`config.mk`:
```
export PLATFORM = sky130hd
export DESIGN_NAME = alpha_bounding_box_autocrop_core
export DESIGN_NICKNAME = d
export VERILOG_FILES = /design/src/hw/rtl/abba_pkg.sv /design/src/hw/rtl/abba_cfg.sv /design/src/hw/rtl/abba_track.sv /design/src/hw/rtl/alpha_bounding_box_autocrop_core.sv
export SDC_FILE = /design/constraint.sdc
export NUM_CORES = 1
export LEC_CHECK = 0
export BUFFER_PORTS_ARGS = -buffer_cell sky130_fd_sc_hd__buf_2
export CELL_PAD_IN_SITES_DETAIL_PLACEMENT = 1
export CELL_PAD_IN_SITES_GLOBAL_PLACEMENT = 1
export CORE_MARGIN = 5
export CORE_UTILIZATION = 38
export DETAILED_ROUTE_END_ITERATION = 6
export HOLD_SLACK_MARGIN = 0.03
export PLACE_DENSITY_LB_ADDON = 0.1
export SLEW_MARGIN = 0
export SYNTH_ARGS = -nofsm -noshare
export SYNTH_HDL_FRONTEND = slang
export SYNTH_HIERARCHICAL = 1
export SYNTH_SLANG_ARGS = --single-unit
```
`constraint.sdc`:
```
create_clock -name clk -period 5.3 [get_ports clk]
set_input_delay 0.53 -clock clk [delete_from_list [all_inputs] [get_ports clk]]
set_output_delay 0.53 -clock clk [all_outputs]
set_load 0.1 [all_outputs]
```
`src/hw/rtl/abba_pkg.sv`:
```
// shared types and constants for the alpha bounding box autocrop core
package abba_pkg;

  localparam int CFG_W      = 13;
  localparam int CFG_IDX_W  = 1;
  localparam int COORD_W    = 12;
  localparam int ALPHA_W    = 8;
  localparam int CFG_MAX    = (2 ** CFG_W) - 1;
  localparam int DIM_RESET  = 4096;

  localparam logic [CFG_IDX_W-1:0] REG_FRAME_WIDTH  = 1'b0;
  localparam logic [CFG_IDX_W-1:0] REG_FRAME_HEIGHT = 1'b1;

  typedef struct packed {
    logic               found;
    logic [COORD_W-1:0] min_x;
    logic [COORD_W-1:0] min_y;
    logic [COORD_W-1:0] max_x;
    logic [COORD_W-1:0] max_y;
  } box_t;

endpackage

```
`src/hw/rtl/abba_cfg.sv`:
```
// frame size registers with write-time saturation
module abba_cfg #(
  parameter int DIM_MAX = 4096,
  parameter int DIM_W   = 13
) (
  input  logic                            clk,
  input  logic                            rst_n,
  input  logic                            cfg_we,
  input  logic [abba_pkg::CFG_IDX_W-1:0]  cfg_index,
  input  logic [abba_pkg::CFG_W-1:0]      cfg_data,
  output logic [DIM_W-1:0]                frame_width,
  output logic [DIM_W-1:0]                frame_height
);

  localparam int DIM_RST = (abba_pkg::DIM_RESET > DIM_MAX) ? DIM_MAX : abba_pkg::DIM_RESET;

  logic [DIM_W-1:0] width_r;
  logic [DIM_W-1:0] width_nxt;
  logic [DIM_W-1:0] height_r;
  logic [DIM_W-1:0] height_nxt;
  logic [DIM_W-1:0] clamped;

  function automatic logic [DIM_W-1:0] clamp_dim(input logic [abba_pkg::CFG_W-1:0] v);
    logic [31:0] v_ext;
    logic [DIM_W-1:0] res;
    v_ext = 32'(v);
    if (v_ext == 32'd0) begin
      res = DIM_W'(1);
    end else if (v_ext > 32'(DIM_MAX)) begin
      res = DIM_W'(DIM_MAX);
    end else begin
      res = DIM_W'(v);
    end
    return res;
  endfunction

  assign clamped = clamp_dim(cfg_data);

  always_comb begin
    width_nxt  = width_r;
    height_nxt = height_r;
    if (cfg_we) begin
      unique case (cfg_index)
        abba_pkg::REG_FRAME_WIDTH:  width_nxt  = clamped;
        abba_pkg::REG_FRAME_HEIGHT: height_nxt = clamped;
        default:                    width_nxt  = width_r;
      endcase
    end
  end

  always_ff @(posedge clk) begin
    if (!rst_n) begin
      width_r  <= DIM_W'(DIM_RST);
      height_r <= DIM_W'(DIM_RST);
    end else begin
      width_r  <= width_nxt;
      height_r <= height_nxt;
    end
  end

  assign frame_width  = width_r;
  assign frame_height = height_r;

endmodule

```
`src/hw/rtl/abba_track.sv`:
```
// raster position counters and opaque pixel bounds
module abba_track #(
  parameter int DIM_W   = 13,
  parameter int CNT_W   = 12,
  parameter int DIM_RST = 4096
) (
  input  logic                          clk,
  input  logic                          rst_n,
  input  logic                          pix_valid,
  input  logic [abba_pkg::ALPHA_W-1:0]  pix_alpha,
  input  logic [DIM_W-1:0]              frame_width,
  input  logic [DIM_W-1:0]              frame_height,
  output logic                          frame_end,
  output abba_pkg::box_t                box
);

  localparam int EXT_W = abba_pkg::COORD_W + CNT_W;

  logic [CNT_W-1:0] col_r, col_nxt;
  logic [CNT_W-1:0] row_r, row_nxt;
  logic [DIM_W-1:0] lc_r, lc_nxt, lc_upd;
  logic [DIM_W-1:0] lr_r, lr_nxt, lr_upd;
  logic [CNT_W-1:0] gc_r, gc_nxt, gc_upd;
  logic [CNT_W-1:0] gr_r, gr_nxt, gr_upd;
  logic             opaque;
  logic             row_end;
  logic             found;
  logic [EXT_W-1:0] lc_ext, lr_ext, gc_ext, gr_ext;

  assign opaque = (pix_alpha != '0);

  assign lc_upd = (opaque && (DIM_W'(col_r) < lc_r)) ? DIM_W'(col_r) : lc_r;
  assign lr_upd = (opaque && (DIM_W'(row_r) < lr_r)) ? DIM_W'(row_r) : lr_r;
  assign gc_upd = (opaque && (col_r > gc_r)) ? col_r : gc_r;
  assign gr_upd = (opaque && (row_r > gr_r)) ? row_r : gr_r;

  assign row_end   = (DIM_W'(col_r) + DIM_W'(1)) >= frame_width;
  assign frame_end = row_end && ((DIM_W'(row_r) + DIM_W'(1)) >= frame_height);

  assign found = (lc_upd < DIM_W'(gc_upd)) && (lr_upd < DIM_W'(gr_upd));

  // bounds are below the frame size when found, so the counter width holds them
  assign lc_ext = {{abba_pkg::COORD_W{1'b0}}, CNT_W'(lc_upd)};
  assign lr_ext = {{abba_pkg::COORD_W{1'b0}}, CNT_W'(lr_upd)};
  assign gc_ext = {{abba_pkg::COORD_W{1'b0}}, gc_upd};
  assign gr_ext = {{abba_pkg::COORD_W{1'b0}}, gr_upd};

  always_comb begin
    box.found = found;
    box.min_x = found ? lc_ext[abba_pkg::COORD_W-1:0] : '0;
    box.min_y = found ? lr_ext[abba_pkg::COORD_W-1:0] : '0;
    box.max_x = found ? gc_ext[abba_pkg::COORD_W-1:0] : '0;
    box.max_y = found ? gr_ext[abba_pkg::COORD_W-1:0] : '0;
  end

  always_comb begin
    col_nxt = col_r;
    row_nxt = row_r;
    lc_nxt  = lc_r;
    lr_nxt  = lr_r;
    gc_nxt  = gc_r;
    gr_nxt  = gr_r;
    if (pix_valid) begin
      priority if (frame_end) begin
        col_nxt = '0;
        row_nxt = '0;
        lc_nxt  = frame_width;
        lr_nxt  = frame_height;
        gc_nxt  = '0;
        gr_nxt  = '0;
      end else if (row_end) begin
        col_nxt = '0;
        row_nxt = row_r + CNT_W'(1);
        lc_nxt  = lc_upd;
        lr_nxt  = lr_upd;
        gc_nxt  = gc_upd;
        gr_nxt  = gr_upd;
      end else begin
        col_nxt = col_r + CNT_W'(1);
        lc_nxt  = lc_upd;
        lr_nxt  = lr_upd;
        gc_nxt  = gc_upd;
        gr_nxt  = gr_upd;
      end
    end
  end

  always_ff @(posedge clk) begin
    if (!rst_n) begin
      col_r <= '0;
      row_r <= '0;
      lc_r  <= DIM_W'(DIM_RST);
      lr_r  <= DIM_W'(DIM_RST);
      gc_r  <= '0;
      gr_r  <= '0;
    end else begin
      col_r <= col_nxt;
      row_r <= row_nxt;
      lc_r  <= lc_nxt;
      lr_r  <= lr_nxt;
      gc_r  <= gc_nxt;
      gr_r  <= gr_nxt;
    end
  end

  a_col_in_frame: assert property (@(posedge clk) disable iff (!rst_n)
    pix_valid && frame_end |=> (col_r == '0) && (row_r == '0) && (gc_r == '0))
    else $error("position not restarted after frame end");

endmodule

```
`src/hw/rtl/alpha_bounding_box_autocrop_core.sv`:
```
// Alpha bounding box autocrop core: takes one alpha beat per clock in raster order
// while in_stall is low and gives one result beat after the last pixel of each
// frame, holding the least and greatest opaque column and row when the box has
// positive extent in both directions (coordinates zero otherwise). Throughput is
// one pixel per cycle unless stalled; a pixel goes through an input register and
// the bounds compare-update stage, whose result is captured in the result register.
// The single result register applies backpressure only while it holds an
// untaken result. Frame size writes saturate to 1..MAX_DIM.
module alpha_bounding_box_autocrop_core #(
  parameter int MAX_DIM = 4096
) (
  input  logic                              clk,
  input  logic                              rst_n,
  input  logic                              in_valid,
  output logic                              in_stall,
  input  logic [abba_pkg::ALPHA_W-1:0]      in_pixel_alpha,
  output logic                              out_valid,
  input  logic                              out_stall,
  output logic                              out_box_found,
  output logic [abba_pkg::COORD_W-1:0]      out_box_min_x,
  output logic [abba_pkg::COORD_W-1:0]      out_box_min_y,
  output logic [abba_pkg::COORD_W-1:0]      out_box_max_x,
  output logic [abba_pkg::COORD_W-1:0]      out_box_max_y,
  input  logic                              cfg_we,
  input  logic [abba_pkg::CFG_IDX_W-1:0]    cfg_index,
  input  logic [abba_pkg::CFG_W-1:0]        cfg_data
);

  localparam int DIM_MAX = (MAX_DIM < abba_pkg::CFG_MAX) ? MAX_DIM : abba_pkg::CFG_MAX;
  localparam int DIM_W   = $clog2(DIM_MAX + 1);
  localparam int CNT_W   = $clog2(DIM_MAX);
  localparam int DIM_RST = (abba_pkg::DIM_RESET > DIM_MAX) ? DIM_MAX : abba_pkg::DIM_RESET;

  logic [DIM_W-1:0]               frame_width;
  logic [DIM_W-1:0]               frame_height;
  logic                           pix_valid_r, pix_valid_nxt;
  logic [abba_pkg::ALPHA_W-1:0]   pix_alpha_r, pix_alpha_nxt;
  logic                           out_valid_r, out_valid_nxt;
  abba_pkg::box_t                 box_r, box_nxt;
  abba_pkg::box_t                 trk_box;
  logic                           trk_end;
  logic                           advance;
  logic                           in_take;

  abba_cfg #(
    .DIM_MAX (DIM_MAX),
    .DIM_W   (DIM_W)
  ) u_cfg (
    .clk          (clk),
    .rst_n        (rst_n),
    .cfg_we       (cfg_we),
    .cfg_index    (cfg_index),
    .cfg_data     (cfg_data),
    .frame_width  (frame_width),
    .frame_height (frame_height)
  );

  // stage advances unless a finished result is still waiting
  assign advance  = !out_valid_r || !out_stall;
  assign in_stall = pix_valid_r && !advance;
  assign in_take  = in_valid && !in_stall;

  abba_track #(
    .DIM_W   (DIM_W),
    .CNT_W   (CNT_W),
    .DIM_RST (DIM_RST)
  ) u_track (
    .clk          (clk),
    .rst_n        (rst_n),
    .pix_valid    (pix_valid_r && advance),
    .pix_alpha    (pix_alpha_r),
    .frame_width  (frame_width),
    .frame_height (frame_height),
    .frame_end    (trk_end),
    .box          (trk_box)
  );

  always_comb begin
    pix_valid_nxt = pix_valid_r;
    pix_alpha_nxt = pix_alpha_r;
    if (advance || !pix_valid_r) begin
      pix_valid_nxt = in_take;
      pix_alpha_nxt = in_pixel_alpha;
    end
  end

  always_comb begin
    out_valid_nxt = out_valid_r;
    box_nxt       = box_r;
    if (advance) begin
      out_valid_nxt = pix_valid_r && trk_end;
      box_nxt       = trk_box;
    end
  end

  always_ff @(posedge clk) begin
    if (!rst_n) begin
      pix_valid_r <= 1'b0;
      out_valid_r <= 1'b0;
    end else begin
      pix_valid_r <= pix_valid_nxt;
      out_valid_r <= out_valid_nxt;
    end
  end

  always_ff @(posedge clk) begin
    pix_alpha_r <= pix_alpha_nxt;
    box_r       <= box_nxt;
  end

  assign out_valid     = out_valid_r;
  assign out_box_found = box_r.found;
  assign out_box_min_x = box_r.min_x;
  assign out_box_min_y = box_r.min_y;
  assign out_box_max_x = box_r.max_x;
  assign out_box_max_y = box_r.max_y;

  a_found_ordered: assert property (@(posedge clk) disable iff (!rst_n)
    out_valid_r && box_r.found |-> (box_r.min_x < box_r.max_x) && (box_r.min_y < box_r.max_y))
    else $error("found box without positive extent");

  a_empty_zero: assert property (@(posedge clk) disable iff (!rst_n)
    out_valid_r && !box_r.found |->
      (box_r.min_x == '0) && (box_r.min_y == '0) && (box_r.max_x == '0) && (box_r.max_y == '0))
    else $error("empty box with nonzero coordinates");

  a_stall_cause: assert property (@(posedge clk) disable iff (!rst_n)
    in_stall |-> pix_valid_r && out_valid_r && out_stall)
    else $error("input stalled without a waiting result");

  a_held_pixel: assert property (@(posedge clk) disable iff (!rst_n)
    pix_valid_r && !advance |=> pix_valid_r && $stable(pix_alpha_r))
    else $error("pending pixel lost while result waits");

endmodule

```
---- Word-level counts from Yosys, hierarchy flattened ----
Cells that the tools add are included.
storage, ports and cells
  output and inout bits ................... 51
  bits of input ports ..................... 27
  logic and storage cells ................. 67
  bits in registers ....................... 159
cells by class
  reductions and logical operators ........ 23
  $add $sub $neg .......................... 4
  muxes and demuxes ....................... 14
  bitwise operators ....................... 1
  magnitude comparators ................... 9
operators with widths
  kind                                                              number
  12-bit 2-to-1 mux                                                 8
  13-bit 2-to-1 mux                                                 6
  12-bit by 1-bit adder with 13-bit output (second input constant)  2
  13-bit >= comparator                                              2
  12-bit by 13-bit < comparator with 1-bit output                   2
  13-bit by 12-bit < comparator with 1-bit output                   2
  12-bit by 1-bit adder with 12-bit output (second input constant)  2
  12-bit > comparator                                               2
  13-bit > comparator (second input constant)                       1
  13-bit logical NOT                                                1
  1-bit logical AND                                                 10
  8-bit nonzero test                                                1
  2-bit AND reduction                                               3
  1-bit logical NOT                                                 5
  1-bit logical OR                                                  2
  2-bit nonzero test                                                1
  1-bit NOT                                                         1

---- Depth between registers and ports, before layout ----
  depth after elaboration ................. 6
  mapped depth ............................ 21
  gate-level depth less buffers ........... 16

---- By module ----
The synthesis kept the hierarchy.
by module, submodules not included
  module                            times used  cells each  sequential area each (µm²)  area an instance (µm²)
  abba_track                        1           887         1481.4                      7158.1
  alpha_bounding_box_autocrop_core  1           66          1751.7                      1796.7
  abba_cfg                          1           112         520.5                       1047.3

---- Least setup slack after synthesis ----
OpenSTA, ideal clock, no wires.
  path type ............................... reg-to-reg
  from .................................... reg pix_alpha_r[5] in the netlist's numbering
  to ...................................... reg box_r (netlist bit out_box_found) (data pin)
  path buffers ............................ 4
  arrival time ............................ 3921 ps
  path slack .............................. 1128 ps
  period minus slack after synthesis ...... 4172 ps
  data required time ...................... 5049 ps
  setup time .............................. 251 ps
  stages on the path, launching flop included .. 17
  cells stage by stage .................... edfxtp_1 > or4_4 > nor2_8 > nor2_1 > o21ai_2 > buf_2 > mux2_2 > ha_1 > nand3_1 > a2111o_1 > or3_1 > and2_1 > a31oi_2 > buf_4 > buf_2 > nor2_1 > buf_4
between the ends
  word-level cells in the longest chain between the ends .. 5
  elaborated cells between the ends (all ways) .. 12
  those cells by class .................... order compare (2); mux (4); reduce/logical (6)
ends and longest elaborated chain
  item                                             line                                     source
  start, declared                                  alpha_bounding_box_autocrop_core.sv:37   logic [abba_pkg::ALPHA_W-1:0] pix_alpha_r, pix_alpha_nxt;
  start signal, assigned                           alpha_bounding_box_autocrop_core.sv:107  pix_alpha_r <= pix_alpha_nxt;
  8-bit nonzero test (*)                           abba_track.sv:30                         assign opaque = (pix_alpha != '0);
  1-bit logical AND, on equally long branches      -
  13-bit 2-to-1 mux, or another cell as far along  abba_track.sv:32                         assign lc_upd = (opaque && (DIM_W'(col_r) < lc_r)) ? DIM_W'(col_r) : lc_r;
  13-bit by 12-bit < comparator with 1-bit output  abba_track.sv:40                         assign found = (lc_upd < DIM_W'(gc_upd)) && (lr_upd < DIM_W'(gr_upd));
  1-bit logical AND (*)                            abba_track.sv:40
  net u_track.found                                abba_track.sv:27                         logic found;
  end signal, assigned                             alpha_bounding_box_autocrop_core.sv:108  box_r <= box_nxt;
  end, declared                                    alpha_bounding_box_autocrop_core.sv:39   abba_pkg::box_t box_r, box_nxt;
Mark *: on every way through the listed nets, which the timed path passes. The rest lies on a longest branch.
A chain may end at the register's enable or synchronous reset.

---- Final worst setup path ----
  from .................................... reg u_track.row_r[10]
  to ...................................... reg box_r (netlist bit out_box_min_x[0]) (data pin)
between the ends
  word-level cells in the longest chain between the ends .. 5
  elaborated cells between the ends (all ways) .. 8
  those cells by class .................... order compare (3); mux (2); reduce/logical (3)
ends and longest elaborated chain
  item                                                                                           line                                source
  start, declared                                                                                abba_track.sv:20                    logic [CNT_W-1:0] row_r, row_nxt;
  start signal, assigned                                                                         abba_track.sv:98                    row_r <= row_nxt;
  12-bit by 13-bit < comparator with 1-bit output / 12-bit > comparator (equally long branches)  abba_track.sv:33, abba_track.sv:35
  1-bit logical AND, on equally long branches                                                    abba_track.sv:33, abba_track.sv:35
  13-bit 2-to-1 mux / 12-bit 2-to-1 mux (equally long branches)                                  abba_track.sv:33, abba_track.sv:35
  13-bit by 12-bit < comparator with 1-bit output (*)                                            abba_track.sv:40
  1-bit logical AND (*)                                                                          abba_track.sv:40
Every way passes the cells marked *; elsewhere a longest branch is shown, timed or not.

==> summary.txt <==
Floorplanning
  • Initial Utilization: 0.385
  • Die W: 172 um
  • Die height: 172 um
  • Cell Rows: 59
  • Total die area: 0.0297 mm^2
  • Core area: 0.0260 mm^2
  • Io pins: 78

Synthesis
  • Synth Area per Inst: 9.39 um^2
  • Mapped Area: 0.0100 mm^2
  • Fraction of registers with async set/reset: 0
  • EDFF count, synth: 57
  • Top-area cell type share of the netlist area: 0.204
  • Top post-synthesis cells by area: dfxtp_1, edfxtp_1, ha_1
  • Cells after Synth: 1065
  • Yosys cell types: 75
  • Ys flop type: dfxtp_1
  • Synth Register Bits: 159
  • Synth warn: 6
  • Mapped Nets: 1188
  • Seq/Total Area, Yosys: 0.375
  • Cell accounting for the most synthesized area: dfxtp_1

GRT
  • Vias in the first global route: 8175
  • Antenna violations before repair: 0
  • Global route overflow: 0
  • Total GRT Usage: 0.195
  • First-pass GRT wire length: 45.8 mm
  • Pin count of the biggest net entering global routing: 73

Placed design
  • Setup WS pre-CTS: 531 ps
  • RePlAce Congestion: 0.832
  • Dpl cell area: 0.0107 mm^2
  • Half-perimeter wire length after detailed placement: 21.1 mm
  • PortBufs: 77

Worst setup path
  • Startpoint Class: register
  • Number of stages on the worst setup path: 14
  • FF-to-FF Start: u_track/row_r[10]
  • CP required: 5450 ps
  • Critical-path maximum fanout: 28
  • Setup crit end: out_box_min_x[0]
  • Kind of critical path: register to register
  • Flop-to-flop setup slack: 440 ps
  • Reg2Reg Capture Point: out_box_min_x[0]
  • CP Buf/Inv Count: 1
  • Delay-heaviest family, CP: compound AO/OA/AOI/OAI gates
  • Crit path from: u_track/row_r[10]
  • Critical Path Max Stage Delay: 740 ps
  • Crit path DAT: 5010 ps
  • Slowest-stage cell, CP: o41a_1
  • Most used cell, CP: ha_1
  • CP cell instances: ha_1 > nand4_1 > nor2_1 > a21boi_0 > o41a_1 > a21oi_1 > ha_1 > nand3_1 > a2111o_1 > or3_1 > and2_1 > a31oi_4 > buf_4 > nor3b_1
  • Capturing element type of the critical path: register
  • Worst R2R Path Depth: 14

Timing
  • Final Max Slew Viols: 0
  • Min Tclk post-route: 4860 ps
  • Slew headroom: 0.290
  • PnR worst setup slack: 444 ps
  • Worst Tran Pin Value: 1060 ps
  • # setup viols final: 0
  • Tcrit/Tclk final: 0.916
  • F_max: 0.206 GHz
  • Final Hold Slack: 283 ps
  • Final hold vios: 0
  • Unrepaired setup endpoints after global routing: false
  • Fin Setup TNS: 0 ps
  • Final Skew: 19.2 ps

Pwr
  • P_leak: 4.46 nW
  • PwrDens: 254 mW/mm^2
  • VDD IR max: 0.161 mV

Clocking
  • Worst skew pair latency: 430 ps
  • TritonCTS buffer count: 17
  • CTS H-tree depth: 4
  • Worst-path clk slew: 70 ps
  • Setup Fix Bufs, Post-CTS: 0
  • TritonCTS Sinks: 159
  • CTS tree: yes
  • Post-CTS Resized: 0
  • Hold Buf Count CTS: 0
  • Clock Path Buffers: 2
  • Root Driver: clkbuf_16

Finish
  • Post-route cell area: 0.0113 mm^2
  • Share of layout cells above drive strength 1: 0.185
  • Antenna Diode Count: 0
  • Most frequent cells in the layout: dfxtp_1, ha_1, nand2_1
  • NumNets Final: 1226
  • Area delta synth->final: 12.5%
  • Fin util: 0.433
  • Most common cell after layout, fill and taps aside: dfxtp_1

Status
  • Status: finished clean

Routing
  • Drc violations: 0
  • DR iter-0 viols: 401
  • Antenna-violating nets left: 0
  • Vias per inst: 5.59
  • Pre-Repair DR Iteration Count: 5
  • Vias post-DR: 8107
  • Final wirelength: 28.7 mm
  • Avg WL per Cell: 19.8 um

Worst hold path
  • Min-Delay Path Class: primary input to register
  • Hold path start: in_pixel_alpha[3]

Flow run
  • Max-cap violations: 0
[Yosys cell counts (all sizes together), types with 5 or more instances]
library cell / number
dfxtp: 102
ha: 96
nand2: 80
inv: 75
clkbuf: 57
edfxtp: 57
a21oi: 56
a211oi: 54
nor2: 49
o21ai: 46
nor3: 32
buf: 30
nor4: 29
nor3b: 28
nor4b: 25
mux2: 24
a32o: 23
a21boi: 20
nor2b: 20
o211ai: 19
nand3: 18
and3: 15
xor2: 13
nand4: 12
and3b: 11
o21a: 8
a21o: 7
xnor2: 7
nand2b: 6
and2: 5
[stage by stage]
stage	power (mW)	std cells
6_report	2.86	1451
5_1_grt	2.97	1451
4_1_cts	2.89	1451
3_5_place_dp	1.66	1419
3_3_place_gp	1.66	1419
2_1_floorplan	1.57	1065
[state kept, by name, summed over array words and instances, names as in the netlist]
register and flops:
out_box_min_x 12, out_valid 1, out_box_max_x 12, u_cfg/frame_width 13, out_box_found 1, u_track/row_r 12
u_track/lr_r 13, out_box_min_y 12, u_cfg/frame_height 13, u_track/gc_r 12, pix_alpha_r 8, u_track/col_r 12
u_track/gr_r 12, pix_valid_r 1, out_box_max_y 12, u_track/lc_r 13
[cell type report]
type	count	area [um^2]
timing repair buffer	106	628
tap	335	419
sequential	159	3750
clock buffer	19	433
clock inverter	13	130
fill	2967	14700
inverter	76	285
multi-input combinational	743	5600
[cell families (layout without fill, tap and decap cells)]
logic type                 after synthesis  in the layout  synth area share
adders and majority gates               96             96             0.120
and+or+nand+nor                        345            345             0.209
DFF                                    159            159             0.375
AOI/OAI and AO/OA                      256            256             0.180
muxes                                   26             26            0.0294
buffers and inverters                  163            214            0.0682
xor gates and xnor gates                20             20            0.0175
[metal layers]
layer,global-route usage,wire length (um)
met1,0.294,14800
met2,0.303,12400
met3,0.0215,1170
met4,0.0400,225
met5,0,0
[power breakdown]
group	internal [mW]	total [mW]	switching, mW
clock network	0.658	1.22	0.563
registers	1.28	1.31	0.0278
logic	0.116	0.326	0.210
total	2.06	2.86	0.801
[worst min path at each step]
stage,end,slack [ps],cells past startpoint
after floorplan,u_track/gc_r[10],430,2
after global placement,u_track/gr_r[2],440,2
after detailed placement,u_track/gr_r[11],450,2
after CTS,pix_alpha_r[2],260,1
after global routing,pix_alpha_r[2],270,1
final,pix_alpha_r[3],280,1
No activity file was read; power rests on OpenSTA's default activity.
